**src/rtl/apu_pkg.sv**
```systemverilog
// Shared types, constants and saturation helpers for the Adam parameter update block.
`timescale 1ns / 1ps
package apu_pkg;

   localparam int unsigned STORE_DEPTH_DEF = 1024;

   localparam logic [24:0] ONE_Q24     = 25'h100_0000;
   localparam logic [23:0] LR_RESET    = 24'd16777;
   localparam logic [23:0] BETA1_RESET = 24'd15099494;
   localparam logic [23:0] BETA2_RESET = 24'd16760438;
   localparam logic [31:0] EPS_RESET   = 32'd43;

   typedef enum logic [1:0] {
      OP_LOAD  = 2'd0,
      OP_APPLY = 2'd1,
      OP_PASS  = 2'd2,
      OP_NONE  = 2'd3
   } op_type;

   typedef enum logic [2:0] {
      CSR_LR    = 3'd0,
      CSR_BETA1 = 3'd1,
      CSR_BETA2 = 3'd2,
      CSR_EPS   = 3'd3,
      CSR_NEST  = 3'd4
   } csr_type;

   typedef struct packed {
      logic [1:0]         op;
      logic [9:0]         entry_index;
      logic signed [31:0] gradient;
      logic signed [31:0] load_value;
   } req_type;

   typedef struct packed {
      logic signed [31:0] weight_out;
      logic signed [31:0] moment1_out;
      logic [31:0]        moment2_out;
   } rsp_type;

   typedef struct packed {
      logic        go;
      logic        sqrt_mode;
      logic [5:0]  count;
      logic [36:0] rem_init;
      logic [55:0] num_init;
      logic [36:0] divisor;
   } iter_cmd_type;

   typedef enum logic [4:0] {
      ST_IDLE,
      ST_LOAD,
      ST_PASS_B1,
      ST_PASS_B2,
      ST_PASS_END,
      ST_READ,
      ST_M_B1,
      ST_M_G,
      ST_M_GG,
      ST_M_FIN,
      ST_V_LO,
      ST_V_HI,
      ST_V_ACC,
      ST_V_FIN,
      ST_N_FIN,
      ST_SQ_ALPHA,
      ST_LR_MUL,
      ST_LR_PROD,
      ST_DIV_ALPHA,
      ST_SQ_DEN,
      ST_DEN,
      ST_MAG,
      ST_DIV_STEP,
      ST_WRITE,
      ST_FIN
   } state_type;

   function automatic logic [31:0] sat_s32(input logic signed [66:0] x);
      logic [31:0] r;
      if (x > 67'sd2147483647) begin
         r = 32'h7FFF_FFFF;
      end else if (x < -67'sd2147483648) begin
         r = 32'h8000_0000;
      end else begin
         r = x[31:0];
      end
      return r;
   endfunction

   function automatic logic [31:0] sat_u32(input logic [66:0] x);
      logic [31:0] r;
      if (x[66:32] != 35'd0) begin
         r = 32'hFFFF_FFFF;
      end else begin
         r = x[31:0];
      end
      return r;
   endfunction

endpackage

```
**src/rtl/apu_iter.sv**
```systemverilog
// Shared iterative unit: restoring divide (one quotient bit a cycle) or square root (one root bit a cycle).
`timescale 1ns / 1ps
module apu_iter import apu_pkg::*; (
   input  logic         clock,
   input  logic         reset,
   input  iter_cmd_type cmd,
   output logic         busy,
   output logic [39:0]  quotient,
   output logic [27:0]  root
);

   logic [5:0]  cnt_ff;
   logic [5:0]  cnt_in;
   logic        mode_ff;
   logic [36:0] rem_ff;
   logic [36:0] rem_in;
   logic [55:0] num_ff;
   logic [55:0] num_in;
   logic [36:0] div_ff;
   logic [27:0] root_ff;
   logic [27:0] root_in;

   logic [37:0] dtrial;
   logic        dge;
   logic [31:0] strial;
   logic [29:0] sbase;
   logic        sge;

   always_comb begin
      dtrial = {rem_ff, num_ff[55]};
      dge    = dtrial >= {1'b0, div_ff};
      strial = {rem_ff[29:0], num_ff[55:54]};
      sbase  = {root_ff, 2'b01};
      sge    = strial >= {2'b00, sbase};
      rem_in  = rem_ff;
      num_in  = num_ff;
      root_in = root_ff;
      if (mode_ff) begin
         root_in = {root_ff[26:0], sge};
         rem_in  = sge ? 37'(strial - {2'b00, sbase}) : 37'(strial);
         num_in  = {num_ff[53:0], 2'b00};
      end else begin
         rem_in = dge ? 37'(dtrial - {1'b0, div_ff}) : dtrial[36:0];
         num_in = {num_ff[54:0], dge};
      end
   end

   always_comb begin
      cnt_in = cnt_ff;
      if (cmd.go) begin
         cnt_in = cmd.count;
      end else if (cnt_ff != 6'd0) begin
         cnt_in = cnt_ff - 6'd1;
      end
   end

   always_ff @(posedge clock) begin
      if (reset) begin
         cnt_ff <= 6'd0;
      end else begin
         cnt_ff <= cnt_in;
      end
   end

   always_ff @(posedge clock) begin
      if (cmd.go) begin
         mode_ff <= cmd.sqrt_mode;
         rem_ff  <= cmd.rem_init;
         num_ff  <= cmd.num_init;
         div_ff  <= cmd.divisor;
         root_ff <= 28'd0;
      end else if (cnt_ff != 6'd0) begin
         rem_ff  <= rem_in;
         num_ff  <= num_in;
         root_ff <= root_in;
      end
   end

   assign busy     = cnt_ff != 6'd0;
   assign quotient = num_ff[39:0];
   assign root     = root_ff;

   a_go_idle: assert property (@(posedge clock) disable iff (reset) cmd.go |-> !busy)
      else $error("iterative unit restarted while busy");
   a_div_nonzero: assert property (@(posedge clock) disable iff (reset)
      (cmd.go && !cmd.sqrt_mode) |-> (cmd.divisor != 37'd0))
      else $error("divide started with zero divisor");
   a_cnt_bound: assert property (@(posedge clock) disable iff (reset)
      busy |-> (cnt_ff <= 6'd40))
      else $error("iteration count out of range");

endmodule

```
**config.mk**
```make
export PLATFORM = sky130hd
export DESIGN_NAME = apu_iter
export DESIGN_NICKNAME = d
export VERILOG_FILES = /design/src/rtl/apu_pkg.sv /design/src/rtl/apu_iter.sv
export SDC_FILE = /design/constraint.sdc
export NUM_CORES = 1
export LEC_CHECK = 0
export BUFFER_PORTS_ARGS = -buffer_cell sky130_fd_sc_hd__buf_2
export CAP_MARGIN = 15
export CORE_MARGIN = 1
export CORE_UTILIZATION = 30
export DETAILED_ROUTE_END_ITERATION = 10
export GPL_TIMING_DRIVEN = 0
export MAX_ROUTING_LAYER = met4
export PLACE_DENSITY_LB_ADDON = 0.12
export SLEW_MARGIN = 5
export SYNTH_ARGS = -nofsm -noshare
export SYNTH_HDL_FRONTEND = slang
export SYNTH_SLANG_ARGS = --single-unit
```
**constraint.sdc**
```tcl
create_clock -name clock -period 8.44 [get_ports clock]
set_clock_uncertainty 0.15 [all_clocks]
set_input_delay 1.688 -clock clock [delete_from_list [all_inputs] [get_ports clock]]
set_output_delay 1.688 -clock clock [all_outputs]
set_load 0.02 [all_outputs]
```
=== Word-level counts from Yosys, hierarchy flattened ===
Cells that the tools add are included.

* Input port bits: 140
* Logic and storage cells: 24
* Register bits after elaboration: 165
* Output and inout port bits: 69

* Mux-type cells: 10
* $lt $le $gt $ge: 2
* Add/sub/neg operators: 3
* Reductions and logical operators: 3

{| class="wikitable"
|+ Operator list
! operator !! number
|-
| 37-bit 2-to-1 mux || 5
|-
| 56-bit 2-to-1 mux || 3
|-
| 38-bit by 37-bit greater-or-equal comparator with 1-bit output || 1
|-
| 37-bit subtractor || 1
|-
| 32-bit by 30-bit subtractor with 33-bit output || 1
|-
| 32-bit by 30-bit greater-or-equal comparator with 1-bit output || 1
|-
| 6-bit 2-to-1 mux || 2
|-
| 6-bit nonzero test || 1
|-
| 6-bit by 1-bit subtractor with 6-bit output, second input constant || 1
|-
| 2-bit AND reduction || 1
|-
| 2-bit nonzero test || 1
|}

=== Logic depth before layout (Yosys ltp) ===
Gate-level depths: netlist (run 1).

* Word-level depth: 5
* Mapped depth: 15

=== Least setup slack after synthesis (run 1) ===
No wires, ideal clock.

* Path kind: input port to flip-flop
* Start point: input port cmd[137] in the netlist's numbering
* End point: register num_ff[0] (enable)
* Setup slack: 3.535 ns
* Buffers on the path: 2
* Data arrival time: 3.877 ns
* Stages: 4
* Cells stage by stage: clkbuf_1 > inv_1 > clkbuf_1 > nand2_1

* Word-level cells in the longest chain between the ends: 1

{| class="wikitable"
|+ RTL lines
! what !! RTL line !! RTL
|-
| start: declaration || apu_iter.sv:6 || <nowiki>input iter_cmd_type cmd,</nowiki>
|-
| 2-bit nonzero test (no source line) || -- ||
|-
| end signal: assignment || apu_iter.sv:69 || <nowiki>num_ff <= cmd.num_init;</nowiki>
|-
| end signal: assignment || apu_iter.sv:74 || <nowiki>num_ff <= num_in;</nowiki>
|-
| end: declaration || apu_iter.sv:17 || <nowiki>logic [55:0] num_ff;</nowiki>
|}

Every way passes these cells.
A chain may end at the register's enable or synchronous reset.

=== Worst setup path in the final report (run 1) ===
* Start point: input port cmd[137] in the netlist's numbering
* End point: register rem_ff[19], data pin

* Word-level cells in the longest chain between the ends: 1

{| class="wikitable"
|+ RTL lines
! what !! RTL line !! RTL
|-
| 37-bit 2-to-1 mux || apu_iter.sv:66 || <nowiki>if (cmd.go) begin</nowiki>
|-
| end signal: assignment || apu_iter.sv:68 || <nowiki>rem_ff <= cmd.rem_init;</nowiki>
|-
| end signal: assignment || apu_iter.sv:73 || <nowiki>rem_ff <= rem_in;</nowiki>
|-
| end: declaration || apu_iter.sv:15 || <nowiki>logic [36:0] rem_ff;</nowiki>
|}

Every way passes these cells.

==> results.py, run 1 <==
metrics = {
    "critical_path": {
        "reg2reg_from": "num_ff[55]",
        "r2r_end": "rem_ff[7]",
        "cpPeakStageDelay_ps": 740,
        "worstPathRequired_ps": 8590,
        "path_common_cell": "clkbuf_1",
        "rrSetupSlack_ps": 3990,
        "path_class": "in2reg",
        "critPathBufInv": 5,
        "end_kind": "register",
        "worstSetupStartpointType": "input port",
        "path_delay_family": "buffers and inverters",
        "path_max_fanout": 41,
        "crit_arrival_ps": 5090,
        "crit_slowest_cell": "buf_2",
        "worstRegToRegCells": 15,
        "crit_chain": "buf_2 > clkbuf_1 > inv_1 > nand2_1 > clkbuf_1 > clkbuf_1 > o22ai_1 > a21oi_1",
    },
    "grt": {
        "antenna_found_initial": 18,
        "grt_pass1_wl_mm": 62.4,
        "grt_pass1_vias": 10700,
        "grt_overflow": 0,
        "grtUsageTotal": 0.209,
        "grt_max_degree": 42,
    },
    "yosys": {
        "yosysWarnings": 0,
        "syn_nets": 1530,
        "yosysUniqueCellTypes": 77,
        "ys_ff_latch": 165,
        "synth_edf_count": 131,
        "postSynthAreaPerCell_um2": 8.99,
        "ys.flop_type": "edfxtp_1",
        "async_flop_share": 0,
        "synth_seq_area_share": 0.389,
        "synth_cells": 1321,
        "synth_area_um2": 11900,
    },
    "place": {
        "portBuffers": 208,
        "placed_cells": 2049,
        "gp_routability_congestion": 0.926,
        "hpwl_mm": 31.8,
    },
    "min_path": {
        "holdPathStages": 2,
        "min_from": "root[22]",
        "hold_path_end": "root[23]",
        "hp-class": "reg2reg",
    },
    "clock_tree": {
        "cts_sinks": 165,
        "post_cts_buffers": 0,
        "path_clk_slew_ps": 70,
        "insertion_delay_ps": 450,
        "cts_max_level": 4,
        "holdBufCountCts": 0,
        "cts-resized-gates": 0,
        "cts_tree": "built",
        "ctsLongestPathBuffers": 2,
        "cts_root_buf": "clkbuf_16",
        "cts_buffers": 17,
    },
    "die": {
        "boundaryPins": 209,
        "die_w_um": 201,
        "rows": 72,
        "die_area_um2": 40400,
        "initial_utilization": 0.306,
        "core-area_um2": 38800,
        "die_height_um": 201,
    },
    "final_layout": {
        "fin_nets": 1759,
        "drive_gt1_frac": 0.200,
        "multi_input_area_um2": 6340,
        "fin_cells": 2099,
        "mostFrequentLayoutCells": "buf_2 (218), nand2_1 (172), edfxtp_1 (131), a21oi_1 (123), o21ai_0 (88)",
        "area_delta_synth_final_pct": 20.0,
        "fill_cells": 4087,
        "seqCellArea_um2": 4610,
        "final_common_cell": "buf_2",
    },
    "timing": {
        "fin_crit_ps": 4940,
        "min_period_over_period": 0.585,
        "fin_tns_setup_ps": 0,
        "hold_viol_final": 0,
        "max_freq_ghz": 0.203,
        "rsz0062_at_grt": "no",
        "max-slew-margin-rel": 0.312,
        "holdWs_ps": 334,
        "setup_viol": 0,
        "slew_violations": 0,
        "worstMarginPinSlew_ps": 1030,
    },
    "outcome": {
        "outcome": "completed",
    },
    "routing": {
        "first_pass_iters": 5,
        "wl_per_cell_um": 19.4,
        "drt-total-wl_mm": 40.8,
        "drcViolationCount": 0,
        "drt_first_iter_violations": 664,
        "drt-vias-per-instance": 5.01,
        "antenna_left": 0,
        "vias": 10500,
    },
    "pwr": {
        "p_leak_nw": 5.95,
        "ir_drop_uv": 176,
        "powerDensity_nw_per_um2": 311,
    },
    "flow_run": {
        "max_cap_violations": 0,
    },
}
[metal layers]
metal | up-vias | GRT usage | routed length [um]
met4 | 0 | 0.0526 | 583
met2 | 291 | 0.330 | 18600
met5 | - | - | 0
met3 | 35 | 0.0518 | 2740
li1 | 5237 | - | -
met1 | 4945 | 0.266 | 18800
[cell usage after synthesis, drive strengths merged, types with 12 or more instances]
master	instances	area share
nand2	173	0.055
edfxtp	131	0.33
a21oi	124	0.053
o21ai	103	0.044
inv	87	0.027
nor2	71	0.023
ha	68	0.072
mux2i	66	0.056
buf	61	0.035
clkbuf	51	0.016
xnor2	37	0.027
a21o	36	0.023
dfxtp	34	0.057
xor2	26	0.019
a211oi	23	0.015
a31oi	14	0.0092
mux2	14	0.013
nand3	14	0.0059
nor3	14	0.0059
nand2b	13	0.0068
o22ai	13	0.0068
nand4	12	0.0063
o211ai	12	0.0076
[layout make-up]
class,count,share of cell area
Clock buffer,18,0.0308
Inverter,87,0.0229
Clock inverter,14,0.0106
Antenna cell,18,0.00316
Buffer,112,0.0422
Sequential cell,165,0.324
Multi-Input combinational cell,957,0.445
Timing Repair Buffer,210,0.0759
Tap cell,518,0.0455
[tightest hold or removal path, delay by kind of cell (launching register included)]
kind            cells  cell delay (ps)
flops               1              330
compound gates      1               50
simple gates        1               60
[state kept, by name, indices dropped and copies added, names as in the netlist]
name / cells
cnt_ff: 6
num_ff: 56
div_ff: 37
mode_ff: 1
rem_ff: 37
root: 28
[kinds of logic after synthesis]
group | count (synthesis) | synth area share
AO/OA/AOI/OAI | 404 | 0.216
AND/OR/NAND/NOR | 341 | 0.128
buffers and inverters | 199 | 0.0782
flip-flops | 165 | 0.389
multiplexers | 80 | 0.0689
adder cells (fa/ha/maj) | 69 | 0.0733
XOR/XNOR | 63 | 0.0465
[through the flow]
step | util | power [mW] | area [um2] | setup slack, ps
finish | 0.367 | 4.44 | 14200 | 3500
global route | 0.367 | 4.75 | 14200 | 3260
CTS | 0.366 | 4.45 | 14200 | 3370
detailed placement | 0.351 | 3.62 | 13600 | 2900
global placement | 0.349 | 3.62 | 13600 | 469
floorplan | - | 2.94 | 11900 | 3540
[power by group]
group          total (mW)  leakage [nW]  switching [mW]  internal [mW]
registers            1.25          1.63           0.173           1.08
clock network       0.811         0.275           0.365          0.446
logic                2.38          4.04            1.42          0.959
[worst max path at each step]
stage | startpoint | endpoint | slack, ps | cells after the start
floorplan | cmd[137] | num_ff[0] | 3540 | 4
global placement | cmd[137] | rem_ff[6] | 470 | 5
detailed placement | cmd[137] | rem_ff[19] | 2900 | 8
CTS | cmd[137] | rem_ff[19] | 3370 | 8
global route | cmd[137] | rem_ff[13] | 3260 | 8
finish | cmd[137] | rem_ff[19] | 3500 | 8
Power figures use the tool's default switching activity.
==> run 2, diff against run 1 <==
==> constraint.sdc (replaced) <==
create_clock -name clock -period 4.1 [get_ports clock]
set_clock_uncertainty 0.15 [all_clocks]
set_input_delay 0.82 -clock clock [delete_from_list [all_inputs] [get_ports clock]]
set_output_delay 0.82 -clock clock [all_outputs]
set_load 0.02 [all_outputs]
==> results.py, run 2 (synthesis gave the netlist of run 1 again) <==
metrics = {
    "critical_path": {
        "crit_arrival_ps": 3910,
        "worstPathRequired_ps": 4130,
        "end_kind": "register",
        "path_class": "reg2reg",
        "path_max_fanout": 10,
        "worstSetupStartpointType": "register",
    },
    "grt": {
        "grtUsageTotal": 0.209,
        "antenna_found_initial": 18,
        "grt_overflow": 0,
        "grt_pass1_vias": 10700,
        "grt_max_degree": 42,
        "grt_pass1_wl_mm": 62.5,
    },
    "die": {
        "die_w_um": 201,
        "die_area_um2": 40400,
        "initial_utilization": 0.306,
        "rows": 72,
        "die_height_um": 201,
        "core-area_um2": 38800,
        "boundaryPins": 209,
    },
    "final_layout": {
        "largest_reg_flops": 56,
        "fill_cells": 4082,
        "final_area_um2": 14300,
        "area_delta_synth_final_pct": 20.7,
        "fin_cells": 2103,
        "final_common_cell": "buf_2",
        "fin_nets": 1763,
        "mostFrequentLayoutCells": "buf_2 (214), nand2_1 (172), edfxtp_1 (131), a21oi_1 (122), o21ai_0 (88)",
        "largestRegisters": "num_ff (56), div_ff (37), rem_ff (37)",
        "top_register": "num_ff",
        "drive_gt1_frac": 0.206,
    },
    "place": {
        "portBuffers": 208,
        "placed_cells": 2049,
        "hpwl_mm": 31.8,
        "gp_routability_congestion": 0.926,
        "dpl_cell_area_um2": 13600,
    },
    "clock_tree": {
        "holdBufCountCts": 0,
        "cts_tree": "built",
        "cts_max_level": 4,
        "cts_buffers": 17,
        "ctsLongestPathBuffers": 2,
        "cts_root_buf": "clkbuf_16",
        "cts_sinks": 165,
        "path_clk_slew_ps": 70,
        "insertion_delay_ps": 450,
    },
    "timing": {
        "worstMarginPinSlew_ps": 954,
        "slew_violations": 0,
        "max-slew-margin-rel": 0.364,
        "min_period_over_period": 0.946,
        "max_freq_ghz": 0.258,
        "setup_viol": 0,
        "rsz0062_at_grt": "no",
        "fin_tns_setup_ps": 0,
        "fin_crit_ps": 3880,
        "hold_viol_final": 0,
    },
    "routing": {
        "wl_per_cell_um": 19.4,
        "drt-total-wl_mm": 40.8,
        "first_pass_iters": 5,
        "drt_first_iter_violations": 692,
        "drcViolationCount": 0,
        "drt-vias-per-instance": 4.99,
        "antenna_left": 0,
        "vias": 10500,
    },
    "pwr": {
        "powerDensity_nw_per_um2": 643,
        "p_leak_nw": 5.99,
        "finalPower_mw": 9.22,
        "ir_drop_uv": 361,
    },
    "flow_run": {
        "max_cap_violations": 0,
    },
    "outcome": {
        "outcome": "completed",
    },
    "min_path": {
        "hp-class": "reg2reg",
    },
}
[run 2: final timing paths]
path / start / end / slack (ps) / cells after the start
worst max-delay path: num_ff[55] / rem_ff[34] / 220 / 14
worst min register to register: root[11] / root[12] / 330 / 2
worst max register to register: num_ff[55] / rem_ff[34] / 220 / 14
worst min-delay path: root[11] / root[12] / 330 / 2
[run 2: power by group]
part	internal [mW]	leakage, nW	switching (mW)	total (mW)
Clock	0.918	0.275	0.748	1.67
Combinational	2.04	4.08	2.94	4.98
Sequential	2.22	1.63	0.357	2.57
Total	5.18	5.99	4.05	9.22
[run 2: critical path: stages (launching register included)]
cell and delay [ps]:
edfxtp_1 450, inv_1 130, ha_1 170, inv_1 50, fa_1 420, a21oi_2 230, o211ai_1 130, a21oi_2 230
o21bai_2 150, a211o_1 340, a31oi_4 200, buf_12 150, buf_4 210, nand2b_1 400, o21ai_0 180
[run 2: metrics by stage]
step                       util  worst slack, ps  hold slack (ps)
after floorplan               -             63.2              396
after global placement    0.349            -3000              322
after detailed placement  0.351             -571              328
after CTS                 0.367             77.2              338
after global routing      0.369             16.5              356
final                     0.369              223              334
[run 2: repair_timing]
| action | 4_1_cts | 5_1_grt |
|---|---|---|
| pin swaps | 2 | 0 |
| setup endpoints to repair | 33 | 33 |
| gates resized for setup | 4 | 9 |
| hold endpoints to repair | 0 | 0 |
| buffers inserted | 4 | 0 |
[run 2: area by class of cell]
type | instances | area, um2 | area share
repair buffers | 214 | 1130 | 0.0785
flip-flops and latches | 165 | 4610 | 0.322
inverters | 87 | 327 | 0.0228
plain buffers | 112 | 618 | 0.0431
clock inverters | 14 | 151 | 0.0106
clock buffers | 18 | 439 | 0.0306
diodes | 18 | 45.0 | 0.00314
multi-input cells | 957 | 6370 | 0.444
well taps | 518 | 648 | 0.0452
[run 2: metal layers]
| metal | track usage | part of all wire | up-vias |
|---|---|---|---|
| met5 | - | 0 | - |
| met4 | 0.0553 | 0.016 | 0 |
| met3 | 0.0519 | 0.066 | 37 |
| met2 | 0.329 | 0.46 | 292 |
| met1 | 0.266 | 0.46 | 4921 |
| li1 | - | - | 5250 |
